**src/hw/rtl/u8s_pkg.sv**
```systemverilog
// shared types and constants of the utf-8 sanitizer
// byte classes, queue item, replacement sequence and code point limits
// no dependencies
`timescale 1ns / 1ps

package u8s_pkg;

  localparam int unsigned QUEUE_DEPTH = 2;
  localparam int unsigned WIN_DEPTH   = 4;

  // replacement character U+FFFD as utf-8
  localparam logic [7:0] REPL_BYTE0 = 8'hEF;
  localparam logic [7:0] REPL_BYTE1 = 8'hBF;
  localparam logic [7:0] REPL_BYTE2 = 8'hBD;

  localparam logic [20:0] CP_MIN2    = 21'h000080;
  localparam logic [20:0] CP_MIN3    = 21'h000800;
  localparam logic [20:0] CP_MIN4    = 21'h010000;
  localparam logic [20:0] CP_SURR_LO = 21'h00D800;
  localparam logic [20:0] CP_SURR_HI = 21'h00DFFF;
  localparam logic [20:0] CP_MAX     = 21'h10FFFF;

  typedef enum logic [2:0] {
    CLS_ASCII,
    CLS_LEAD2,
    CLS_LEAD3,
    CLS_LEAD4,
    CLS_BAD
  } cls_e;

  typedef struct packed {
    logic [7:0] data;
    logic       last;
    cls_e       cls;
  } item_t;

  typedef enum logic [1:0] {
    ST_IDLE,
    ST_SCAN,
    ST_REPL,
    ST_COPY
  } st_e;

endpackage

```
**src/hw/rtl/u8s_if.sv**
```systemverilog
// request channels of the utf-8 sanitizer: raw input and sanitized output
// valid/ready handshake, no dependencies
`timescale 1ns / 1ps

interface u8s_in_if;
  logic       valid;
  logic       ready;
  logic [7:0] in_byte;
  logic       in_last;

  modport source (output valid, output in_byte, output in_last, input ready);
  modport sink   (input valid, input in_byte, input in_last, output ready);
endinterface

interface u8s_out_if;
  logic       valid;
  logic       ready;
  logic [7:0] out_byte;
  logic       run_last;
  logic       stream_last;

  modport source (output valid, output out_byte, output run_last, output stream_last,
                  input ready);
  modport sink   (input valid, input out_byte, input run_last, input stream_last,
                  output ready);
endinterface

```
**src/hw/rtl/utf8_lossy_sanitizer_core.sv**
```systemverilog
// top level of the utf-8 sanitizer: byte classifier and queue feeding the sequencer
// depends on u8s_pkg, u8s_if, u8s_front and u8s_back
`timescale 1ns / 1ps

// Streaming UTF-8 sanitizer. Raw bytes enter on in_i with an end-of-stream mark and
// sanitized bytes leave on out_o, one byte per cycle at most. ASCII text flows at one
// byte per cycle while out_o is ready. A byte that only opens or extends a multi-byte
// window produces nothing, but a window still open at the end of a stream is replaced.
// The byte completing a window of L bytes is checked first; then the L bytes are copied
// out when the sequence is valid, or one replacement (EF BF BD) is written when it is
// not, after which the bytes behind the lead are rescanned. A step with results closes
// by marking its last byte. The back-end sequencer writes at most one output byte a
// cycle and waits while out_o holds a byte not yet taken; the input queue (QueueDepth
// items) keeps accepting bytes meanwhile until it is full. run_last marks the last byte
// produced for an input byte, stream_last the last byte of a stream.
module utf8_lossy_sanitizer_core #(
  parameter int unsigned QueueDepth = u8s_pkg::QUEUE_DEPTH
) (
  input  logic      clk_i,
  input  logic      rst_ni,
  u8s_in_if.sink    in_i,
  u8s_out_if.source out_o
);
  import u8s_pkg::*;

  logic  q_valid;
  logic  q_ready;
  item_t q_item;

  u8s_front #(
    .Depth (QueueDepth)
  ) u_front (
    .clk_i     (clk_i),
    .rst_ni    (rst_ni),
    .in_i      (in_i),
    .q_valid_o (q_valid),
    .q_item_o  (q_item),
    .q_ready_i (q_ready)
  );

  u8s_back u_back (
    .clk_i     (clk_i),
    .rst_ni    (rst_ni),
    .q_valid_i (q_valid),
    .q_item_i  (q_item),
    .q_ready_o (q_ready),
    .out_o     (out_o)
  );

endmodule

```
**src/hw/rtl/u8s_front.sv**
```systemverilog
// front end: classifies each raw byte and queues it for the sequencer
// depends on u8s_pkg and u8s_in_if
`timescale 1ns / 1ps

module u8s_front #(
  parameter int unsigned Depth = u8s_pkg::QUEUE_DEPTH
) (
  input  logic           clk_i,
  input  logic           rst_ni,
  u8s_in_if.sink         in_i,
  output logic           q_valid_o,
  output u8s_pkg::item_t q_item_o,
  input  logic           q_ready_i
);
  import u8s_pkg::*;

  localparam int unsigned PtrW = (Depth > 1) ? $clog2(Depth) : 1;
  localparam int unsigned CntW = $clog2(Depth + 1);

  item_t            mem_q [Depth];
  logic [PtrW-1:0]  wr_ptr_q, wr_ptr_d;
  logic [PtrW-1:0]  rd_ptr_q, rd_ptr_d;
  logic [CntW-1:0]  cnt_q, cnt_d;
  logic             push, pop;
  cls_e             cls;
  item_t            new_item;

  always_comb begin
    unique case (in_i.in_byte) inside
      [8'h00:8'h7F]: cls = CLS_ASCII;
      [8'hC2:8'hDF]: cls = CLS_LEAD2;
      [8'hE0:8'hEF]: cls = CLS_LEAD3;
      [8'hF0:8'hF4]: cls = CLS_LEAD4;
      default:       cls = CLS_BAD;
    endcase
  end

  assign new_item = '{data: in_i.in_byte, last: in_i.in_last, cls: cls};

  assign in_i.ready = (cnt_q != CntW'(Depth));
  assign push       = in_i.valid && in_i.ready;
  assign q_valid_o  = (cnt_q != '0);
  assign pop        = q_valid_o && q_ready_i;
  assign q_item_o   = mem_q[rd_ptr_q];

  always_comb begin
    wr_ptr_d = wr_ptr_q;
    rd_ptr_d = rd_ptr_q;
    cnt_d    = cnt_q;
    if (push) begin
      wr_ptr_d = (wr_ptr_q == PtrW'(Depth - 1)) ? '0 : wr_ptr_q + PtrW'(1);
    end
    if (pop) begin
      rd_ptr_d = (rd_ptr_q == PtrW'(Depth - 1)) ? '0 : rd_ptr_q + PtrW'(1);
    end
    if (push && !pop) begin
      cnt_d = cnt_q + CntW'(1);
    end else if (pop && !push) begin
      cnt_d = cnt_q - CntW'(1);
    end
  end

  always_ff @(posedge clk_i or negedge rst_ni) begin
    if (!rst_ni) begin
      wr_ptr_q <= '0;
      rd_ptr_q <= '0;
      cnt_q    <= '0;
    end else begin
      wr_ptr_q <= wr_ptr_d;
      rd_ptr_q <= rd_ptr_d;
      cnt_q    <= cnt_d;
    end
  end

  always_ff @(posedge clk_i) begin
    if (push) begin
      mem_q[wr_ptr_q] <= new_item;
    end
  end

`ifndef SYNTHESIS
  a_no_overflow: assert property (@(posedge clk_i) disable iff (!rst_ni)
    (cnt_q == CntW'(Depth)) |=> (cnt_q == CntW'(Depth)) || $past(pop))
    else $error("queue count dropped without a pop");
  a_fill_bounded: assert property (@(posedge clk_i) disable iff (!rst_ni)
    cnt_q <= CntW'(Depth))
    else $error("queue count beyond depth");
  a_pop_needs_data: assert property (@(posedge clk_i) disable iff (!rst_ni)
    (cnt_q == '0) |=> (cnt_q == '0) || $past(push))
    else $error("queue filled without a push");
`endif

endmodule

```
**src/hw/rtl/u8s_back.sv**
```systemverilog
// back end: sequencer that checks windows and emits sanitized bytes, at most one a cycle
// depends on u8s_pkg and u8s_out_if
`timescale 1ns / 1ps

module u8s_back (
  input  logic           clk_i,
  input  logic           rst_ni,
  input  logic           q_valid_i,
  input  u8s_pkg::item_t q_item_i,
  output logic           q_ready_o,
  u8s_out_if.source      out_o
);
  import u8s_pkg::*;

  function automatic logic win_ok(input logic [3:0][7:0] w, input logic [2:0] len);
    logic [20:0] cp;
    logic [20:0] cp_min;
    logic        cont_ok;
    cont_ok = (w[1][7:6] == 2'b10);
    if (len >= 3'd3) cont_ok = cont_ok && (w[2][7:6] == 2'b10);
    if (len == 3'd4) cont_ok = cont_ok && (w[3][7:6] == 2'b10);
    case (len)
      3'd2: begin
        cp     = {10'd0, w[0][4:0], w[1][5:0]};
        cp_min = CP_MIN2;
      end
      3'd3: begin
        cp     = {5'd0, w[0][3:0], w[1][5:0], w[2][5:0]};
        cp_min = CP_MIN3;
      end
      default: begin
        cp     = {w[0][2:0], w[1][5:0], w[2][5:0], w[3][5:0]};
        cp_min = CP_MIN4;
      end
    endcase
    return cont_ok && (cp >= cp_min) && !((cp >= CP_SURR_LO) && (cp <= CP_SURR_HI)) &&
           (cp <= CP_MAX);
  endfunction

  st_e             state_q, state_d;
  logic [3:0][7:0] win_q, win_d;
  cls_e            win_cls_q [WIN_DEPTH];
  cls_e            win_cls_d [WIN_DEPTH];
  logic [2:0]      cnt_q, cnt_d;
  logic            last_q, last_d;
  logic [1:0]      rep_q, rep_d;
  logic            drop_q, drop_d;
  logic [2:0]      copy_q, copy_d;
  logic            hold_vld_q, hold_vld_d;
  logic [7:0]      hold_byte_q, hold_byte_d;
  logic            out_vld_q, out_vld_d;
  logic [7:0]      out_byte_q, out_byte_d;
  logic            out_run_q, out_run_d;
  logic            out_stream_q, out_stream_d;

  logic            go;
  cls_e            cur_cls;
  logic [2:0]      cur_len;
  logic            win_full;
  logic            cur_ok;
  logic            emit, shift, finish, fast, take;
  logic [7:0]      emit_byte;
  logic [1:0]      take_idx;

  assign go       = !out_vld_q || out_o.ready;
  assign cur_cls  = win_cls_q[0];
  assign win_full = (cur_len <= cnt_q);
  assign cur_ok   = win_ok(win_q, cur_len);

  always_comb begin
    unique case (cur_cls)
      CLS_LEAD2: cur_len = 3'd2;
      CLS_LEAD3: cur_len = 3'd3;
      CLS_LEAD4: cur_len = 3'd4;
      default:   cur_len = 3'd0;
    endcase
  end

  // next state
  always_comb begin
    state_d = state_q;
    unique case (state_q)
      ST_IDLE: begin
        if (q_valid_i) state_d = ST_SCAN;
      end
      ST_SCAN: begin
        if (go) begin
          if (cnt_q == 3'd0) begin
            state_d = q_valid_i ? ST_SCAN : ST_IDLE;
          end else begin
            unique case (cur_cls)
              CLS_ASCII: begin
                if (cnt_q == 3'd1 && !hold_vld_q) state_d = q_valid_i ? ST_SCAN : ST_IDLE;
              end
              CLS_BAD: state_d = ST_REPL;
              default: begin
                if (!win_full) begin
                  state_d = last_q ? ST_REPL : (q_valid_i ? ST_SCAN : ST_IDLE);
                end else begin
                  state_d = cur_ok ? ST_COPY : ST_REPL;
                end
              end
            endcase
          end
        end
      end
      ST_REPL: begin
        if (go && rep_q == 2'd2) state_d = ST_SCAN;
      end
      ST_COPY: begin
        if (go && copy_q == 3'd1) state_d = ST_SCAN;
      end
      default: state_d = ST_IDLE;
    endcase
  end

  // actions and datapath
  always_comb begin
    win_d        = win_q;
    win_cls_d    = win_cls_q;
    cnt_d        = cnt_q;
    last_d       = last_q;
    rep_d        = rep_q;
    drop_d       = drop_q;
    copy_d       = copy_q;
    hold_vld_d   = hold_vld_q;
    hold_byte_d  = hold_byte_q;
    out_vld_d    = out_vld_q;
    out_byte_d   = out_byte_q;
    out_run_d    = out_run_q;
    out_stream_d = out_stream_q;
    q_ready_o    = 1'b0;
    emit         = 1'b0;
    emit_byte    = win_q[0];
    shift        = 1'b0;
    finish       = 1'b0;
    fast         = 1'b0;
    take         = 1'b0;
    take_idx     = cnt_q[1:0];

    if (out_o.ready) out_vld_d = 1'b0;

    unique case (state_q)
      ST_IDLE: begin
        take = 1'b1;
      end
      ST_SCAN: begin
        if (go) begin
          if (cnt_q == 3'd0) begin
            finish = 1'b1;
          end else begin
            unique case (cur_cls)
              CLS_ASCII: begin
                if (cnt_q == 3'd1 && !hold_vld_q) begin
                  fast = 1'b1;
                end else begin
                  emit  = 1'b1;
                  shift = 1'b1;
                end
              end
              CLS_BAD: begin
                rep_d  = 2'd0;
                drop_d = 1'b0;
              end
              default: begin
                if (!win_full) begin
                  // open window: replaced and dropped at stream end, else kept
                  if (last_q) begin
                    rep_d  = 2'd0;
                    drop_d = 1'b1;
                  end else begin
                    finish = 1'b1;
                  end
                end else if (cur_ok) begin
                  copy_d = cur_len;
                end else begin
                  rep_d  = 2'd0;
                  drop_d = 1'b0;
                end
              end
            endcase
          end
        end
      end
      ST_REPL: begin
        if (go) begin
          emit = 1'b1;
          case (rep_q)
            2'd0:    emit_byte = REPL_BYTE0;
            2'd1:    emit_byte = REPL_BYTE1;
            default: emit_byte = REPL_BYTE2;
          endcase
          if (rep_q == 2'd2) begin
            rep_d = 2'd0;
            if (drop_q) cnt_d = 3'd0;
            else        shift = 1'b1;
          end else begin
            rep_d = rep_q + 2'd1;
          end
        end
      end
      ST_COPY: begin
        if (go) begin
          emit   = 1'b1;
          shift  = 1'b1;
          copy_d = copy_q - 3'd1;
        end
      end
      default: ;
    endcase

    if (shift) begin
      for (int k = 0; k < WIN_DEPTH - 1; k++) begin
        win_d[k]     = win_q[k+1];
        win_cls_d[k] = win_cls_q[k+1];
      end
      cnt_d = cnt_q - 3'd1;
    end

    // the held byte learns whether it ends its run only when the next one shows up or the step finishes
    if (emit) begin
      if (hold_vld_q) begin
        out_vld_d    = 1'b1;
        out_byte_d   = hold_byte_q;
        out_run_d    = 1'b0;
        out_stream_d = 1'b0;
      end
      hold_vld_d  = 1'b1;
      hold_byte_d = emit_byte;
    end

    if (finish) begin
      if (hold_vld_q) begin
        out_vld_d    = 1'b1;
        out_byte_d   = hold_byte_q;
        out_run_d    = 1'b1;
        out_stream_d = last_q;
      end
      hold_vld_d = 1'b0;
      take       = 1'b1;
    end

    // lone ascii byte with nothing held goes straight out
    if (fast) begin
      out_vld_d    = 1'b1;
      out_byte_d   = win_q[0];
      out_run_d    = 1'b1;
      out_stream_d = last_q;
      cnt_d        = 3'd0;
      take         = 1'b1;
      take_idx     = 2'd0;
    end

    if (take && q_valid_i) begin
      q_ready_o           = 1'b1;
      win_d[take_idx]     = q_item_i.data;
      win_cls_d[take_idx] = q_item_i.cls;
      cnt_d               = {1'b0, take_idx} + 3'd1;
      last_d              = q_item_i.last;
    end
  end

  always_ff @(posedge clk_i or negedge rst_ni) begin
    if (!rst_ni) begin
      state_q    <= ST_IDLE;
      cnt_q      <= 3'd0;
      last_q     <= 1'b0;
      rep_q      <= 2'd0;
      drop_q     <= 1'b0;
      copy_q     <= 3'd0;
      hold_vld_q <= 1'b0;
      out_vld_q  <= 1'b0;
    end else begin
      state_q    <= state_d;
      cnt_q      <= cnt_d;
      last_q     <= last_d;
      rep_q      <= rep_d;
      drop_q     <= drop_d;
      copy_q     <= copy_d;
      hold_vld_q <= hold_vld_d;
      out_vld_q  <= out_vld_d;
    end
  end

  always_ff @(posedge clk_i) begin
    win_q        <= win_d;
    win_cls_q    <= win_cls_d;
    hold_byte_q  <= hold_byte_d;
    out_byte_q   <= out_byte_d;
    out_run_q    <= out_run_d;
    out_stream_q <= out_stream_d;
  end

  assign out_o.valid       = out_vld_q;
  assign out_o.out_byte    = out_byte_q;
  assign out_o.run_last    = out_run_q;
  assign out_o.stream_last = out_stream_q;

`ifndef SYNTHESIS
  a_idle_window: assert property (@(posedge clk_i) disable iff (!rst_ni)
    (state_q == ST_IDLE) |-> (cnt_q <= 3'd3))
    else $error("idle with a window longer than three bytes");
  a_idle_no_hold: assert property (@(posedge clk_i) disable iff (!rst_ni)
    (state_q == ST_IDLE) |-> !hold_vld_q)
    else $error("idle with an undelivered byte held");
  a_stream_end_clean: assert property (@(posedge clk_i) disable iff (!rst_ni)
    (state_q == ST_IDLE && last_q) |-> (cnt_q == 3'd0))
    else $error("window left open across a stream end");
  a_stream_on_run: assert property (@(posedge clk_i) disable iff (!rst_ni)
    (out_vld_q && out_stream_q) |-> out_run_q)
    else $error("stream end without run end");
  a_copy_count: assert property (@(posedge clk_i) disable iff (!rst_ni)
    (state_q == ST_COPY) |-> (copy_q != 3'd0) && (copy_q <= cnt_q))
    else $error("copy runs past the window");
`endif

endmodule

```
**src/flat_wrapper.sv**
```systemverilog
// flat-port wrapper written by rule: the top's interface ports become plain ports
module utf8_lossy_sanitizer_core_flat import u8s_pkg::*;
#(
  parameter int unsigned QueueDepth = u8s_pkg::QUEUE_DEPTH
)
  (clk_i, rst_ni, in_i_valid, in_i_in_byte, in_i_in_last, in_i_ready, out_o_valid, out_o_out_byte, out_o_run_last, out_o_stream_last, out_o_ready);
  u8s_in_if in_i_i ();
  u8s_out_if out_o_i ();
  input  logic clk_i;
  input  logic rst_ni;
  input wire logic [$bits(in_i_i.valid)-1:0] in_i_valid;
  input wire logic [$bits(in_i_i.in_byte)-1:0] in_i_in_byte;
  input wire logic [$bits(in_i_i.in_last)-1:0] in_i_in_last;
  output wire logic [$bits(in_i_i.ready)-1:0] in_i_ready;
  output wire logic [$bits(out_o_i.valid)-1:0] out_o_valid;
  output wire logic [$bits(out_o_i.out_byte)-1:0] out_o_out_byte;
  output wire logic [$bits(out_o_i.run_last)-1:0] out_o_run_last;
  output wire logic [$bits(out_o_i.stream_last)-1:0] out_o_stream_last;
  input wire logic [$bits(out_o_i.ready)-1:0] out_o_ready;
  assign in_i_i.valid = in_i_valid;
  assign in_i_i.in_byte = in_i_in_byte;
  assign in_i_i.in_last = in_i_in_last;
  assign in_i_ready = in_i_i.ready;
  assign out_o_valid = out_o_i.valid;
  assign out_o_out_byte = out_o_i.out_byte;
  assign out_o_run_last = out_o_i.run_last;
  assign out_o_stream_last = out_o_i.stream_last;
  assign out_o_i.ready = out_o_ready;
  utf8_lossy_sanitizer_core #(.QueueDepth(QueueDepth)) u_core (.clk_i(clk_i), .rst_ni(rst_ni), .in_i(in_i_i), .out_o(out_o_i));
endmodule
```
**config.mk**
```make
export PLATFORM = sky130hd
export DESIGN_NAME = utf8_lossy_sanitizer_core_flat
export DESIGN_NICKNAME = d
export VERILOG_FILES = /design/src/hw/rtl/u8s_pkg.sv /design/src/hw/rtl/u8s_if.sv /design/src/hw/rtl/utf8_lossy_sanitizer_core.sv /design/src/hw/rtl/u8s_front.sv /design/src/hw/rtl/u8s_back.sv /design/src/flat_wrapper.sv
export SDC_FILE = /design/constraint.sdc
export NUM_CORES = 1
export LEC_CHECK = 0
export ABC_AREA = 1
export BUFFER_PORTS_ARGS = -buffer_cell sky130_fd_sc_hd__buf_2
export CAP_MARGIN = 20
export CORE_MARGIN = 2
export CORE_UTILIZATION = 30
export CTS_CLUSTER_DIAMETER = 60
export DETAILED_ROUTE_END_ITERATION = 7
export GPL_TIMING_DRIVEN = 0
export HOLD_SLACK_MARGIN = 0.15
export PLACE_DENSITY_LB_ADDON = 0.25
export SYNTH_ARGS = -nofsm -noshare
export SYNTH_HDL_FRONTEND = slang
export SYNTH_HIERARCHICAL = 1
export SYNTH_SLANG_ARGS = --single-unit
```
**constraint.sdc**
```tcl
create_clock -name clk_i -period 4.1 [get_ports clk_i]
set_clock_uncertainty 0.05 [all_clocks]
set_input_delay 1.025 -clock clk_i [delete_from_list [all_inputs] [get_ports clk_i]]
set_output_delay 1.025 -clock clk_i [all_outputs]
set_load 0.005 [all_outputs]
```
==> flow_metrics.env <==
export IMPL_final_antenna_net_count=0
export IMPL_synthDominantAreaCellType="sky130_fd_sc_hd__edfxtp_1"
export IMPL_drt_vias_per_instance=4.59
export IMPL_worst_ep_arrival_time_ns=3.57
export IMPL_yosys_cell_count_top_type="sky130_fd_sc_hd__nand2_1"
export IMPL_worst_hold_slack_ns=0.414
export IMPL_post_synth_most_frequent_cells="181 x sky130_fd_sc_hd__nand2_1, 75 x sky130_fd_sc_hd__inv_1, 59 x sky130_fd_sc_hd__nor2_1"
export IMPL_synthCells=634
export IMPL_unrepaired_setup_endpoints_after_global_routing="false"
export IMPL_dieWidth_um=137
export IMPL_antenna_found_initial=0
export IMPL_worstMarginPinSlew_ns=1.02
export IMPL_cts_inserted_buffers=9
export IMPL_io_pins=25
export IMPL_vias=4132
export IMPL_cts_clk_slew_worst_paths_ns=0.07
export IMPL_grtUsageTotal=0.134
export IMPL_static_leakage_power_nw=2.71
export IMPL_max_slew_margin_rel=0.317
export IMPL_max_cap_viol_count=0
export IMPL_tritoncts_clock_tree="yes"
export IMPL_worst_setup_path_start_kind="flip-flop"
export IMPL_hp_class="reg2reg"
export IMPL_grt_max_degree=20
export IMPL_synth_seq_area_share=0.504
export IMPL_max_vdd_ir_drop_mv=0.301
export IMPL_outcome="completed"
export IMPL_setup_total_negative_slack_ns=0
export IMPL_numClockSinks=104
export IMPL_finalInstanceArea_um2=6040
export IMPL_core_area_um2=17400
export IMPL_count_of_flip_flops_with_a_built_in_enable_after_synthesis=52
export IMPL_synth_top_cell_area_share=0.292
export IMPL_post_synth_num_cell_types=47
export IMPL_routedWlPerCell_um=13.3
export IMPL_post_synth_instance_area_um2=5340
export IMPL_ys_ff_latch=104
export IMPL_clock_tree_root_cell="sky130_fd_sc_hd__clkbuf_16"
export IMPL_hpwlAfterDp_um=9160
export IMPL_first_global_vias=3928
export IMPL_yosysWarningCount=6
export IMPL_yosys_most_used_dff="sky130_fd_sc_hd__edfxtp_1"
export IMPL_floorplan_die_height_um=137
export IMPL_end_kind="flip-flop"
export IMPL_drtPass1Iterations=6
export IMPL_final_hold_viol_count=0
export IMPL_areaGrowthSynthToFinish_pct=13.1
export IMPL_port_buffers=24
export IMPL_cts_path_max_buffers=2
export IMPL_htree_levels=3
export IMPL_detail_route_iter0_violations=252
export IMPL_finalMaxSlewViolations=0
export IMPL_setup_violations=0
export IMPL_initial_utilization=0.308
export IMPL_critPathMaxFanout=11
export IMPL_first_pass_grt_wire_length_um=19700
export IMPL_globalRoute_totalOverflow=0
export IMPL_drive_gt1_frac=0.124
export IMPL_fraction_of_the_cycle_the_final_worst_path_needs=0.886
export IMPL_worstPathRequired_ns=4.04
export IMPL_clock_insertion_delay_worst_skew_ns=0.35
export IMPL_synth_fp_nets=661
export IMPL_row_count=48
export IMPL_cellPowerDensity_nw_per_um2=887
export IMPL_drt_drc_violations_left=0
export IMPL_routed_wl_um=12000
export IMPL_antenna_cells_inserted=0
export IMPL_mean_instance_size_in_the_synthesized_netlist_um2=8.42
export IMPL_timing_final_crit_period_ns=3.63
export IMPL_finalNetCount=697
export IMPL_place_area_um2=5740
export IMPL_gp_routability_congestion=0.906
export IMPL_max_freq_ghz=0.275
export IMPL_die_area_um2=18900
export IMPL_path_class="reg2reg"
export IMPL_yosys_top_cells_area="sky130_fd_sc_hd__edfxtp_1 29%, sky130_fd_sc_hd__dfxtp_1 13%, sky130_fd_sc_hd__nand2_1 13%"
export IMPL_asyncSetResetFlopFracSynth=0.173
## worst paths after layout
kind | from | to | slack [ns] | depth (start not counted)
worst max-delay path | u_core/u_back/cur_cls[2]$_DFF_P_ | u_core/u_back/win_q[26]$_DFFE_PP_ | 0.47 | 15
worst min-delay path | flip-flop | flip-flop | 0.41 | 2
worst max register to register | u_core/u_back/cur_cls[2]$_DFF_P_ | u_core/u_back/win_q[26]$_DFFE_PP_ | 0.47 | 15
worst min register to register | flip-flop | flip-flop | 0.41 | 2
max in group asynchronous | rst_ni | u_core/u_front/rd_ptr_q$_DFFE_PN0P_ | 3.09 | 1
min in group asynchronous | rst_ni | u_core/u_back/state_q[1]$_DFFE_PN0P_ | 0.58 | 1
## where the power goes
group          total, mW  internal [mW]  switching, mW  leakage, nW
clock network      0.838          0.428          0.410        0.141
logic               2.67          0.930           1.74         1.57
registers           1.85           1.62          0.232        0.996
total               5.36           2.97           2.38         2.71
## worst max-delay path, stage by stage, from the launching register on
cell and delay [ns]:
sky130_fd_sc_hd__dfxtp_1 0.49, sky130_fd_sc_hd__nor2_4 0.10, sky130_fd_sc_hd__nand2_4 0.14, sky130_fd_sc_hd__nand2_4 0.09, sky130_fd_sc_hd__buf_6 0.15, sky130_fd_sc_hd__ha_1 0.28, sky130_fd_sc_hd__nand2_1 0.06, sky130_fd_sc_hd__o21ai_0 0.13
sky130_fd_sc_hd__o21ai_1 0.20, sky130_fd_sc_hd__nor2_1 0.24, sky130_fd_sc_hd__nand2_1 0.08, sky130_fd_sc_hd__nand2_1 0.09, sky130_fd_sc_hd__nand2_1 0.13, sky130_fd_sc_hd__a31oi_4 0.40, sky130_fd_sc_hd__inv_1 0.13, sky130_fd_sc_hd__nor2_2 0.48
## per-stage QoR
| step | util | cells | total power, mW | worst slack [ns] |
|---|---|---|---|---|
| after global placement | 0.331 | 883 | 4.46 | -0.0414 |
| after global routing | 0.348 | 900 | 5.87 | 0.116 |
| after CTS | 0.347 | 899 | 5.39 | 0.192 |
| after floorplan | - | 634 | 3.83 | 0.878 |
| after detailed placement | 0.331 | 883 | 4.53 | -0.0704 |
| final | 0.348 | 900 | 5.36 | 0.469 |
## routing by layer
layer / part of all wire / track usage / routed length, µm / vias to the layer above
met5: 0 / 0 / 0 / -
met4: 0.0095 / 0.0298 / 114 / 0
met3: 0.034 / 0.0269 / 406 / 11
met2: 0.46 / 0.222 / 5580 / 78
met1: 0.49 / 0.181 / 5900 / 1888
li1: - / - / - / 2155
## layout by cell type (no fill, tap or decap), drive strengths merged, types with 3 or more instances in the layout
cell type  synthesis  layout
buf               15      40
mux2i              8       8
clkbuf             6      16
nor3               3       3
a31oi              8       8
inv               82      86
o21ai             71      71
a21oi              9       9
ha                14      14
nor2              65      65
nand4              7       7
edfxtp            52      52
xnor2              3       3
or2                3       3
dfxtp             34      34
nand3             19      19
dfrtp             18      18
o31ai             10      10
nand2            188     188
## registers in the layout (all words and copies together), names as in the netlist, named ones only
register and count:
u_core/u_front/rd_ptr_q 1, u_core/u_back/win_q 32, u_core/u_back/cnt_q 3, u_core/u_back/state_q 2, u_core/u_front/wr_ptr_q 1, u_core/u_back/last_q 1, u_core/u_back/win_cls_q 9, u_core/u_back/hold_byte_q 8
u_core/u_back/copy_q 3, u_core/u_back/hold_vld_q 1, u_core/u_back/out_o.valid 1, u_core/u_back/cur_cls 3, u_core/u_front/cnt_q 2, u_core/u_front/mem_q 24, u_core/u_back/rep_q 2, u_core/u_back/drop_q 1
## what timing repair did
item / in CTS / in global routing
resized for setup: 0 / 1
setup buffers: 0 / 0
setup endpoints to repair: 0 / 11
hold buffers: 0 / 0
## kinds of logic after synthesis
logic type	share of synthesized area
simple gates	0.232
xor+xnor	0.00656
flops	0.504
fa+ha+maj	0.0328
buf+inv	0.0850
mux	0.0150
compound gates	0.125
## cell type report
| type | instances | area (µm²) |
|---|---|---|
| timing repair buffer | 25 | 128 |
| tap | 225 | 282 |
| fill | 1798 | 11300 |
| multi-input combinational | 427 | 2200 |
| buffer | 21 | 146 |
| clock buffer | 10 | 229 |
| sequential | 104 | 2690 |
| clock inverter | 6 | 57.6 |
| inverter | 82 | 308 |
No activity file was read; power rests on OpenSTA's default activity.
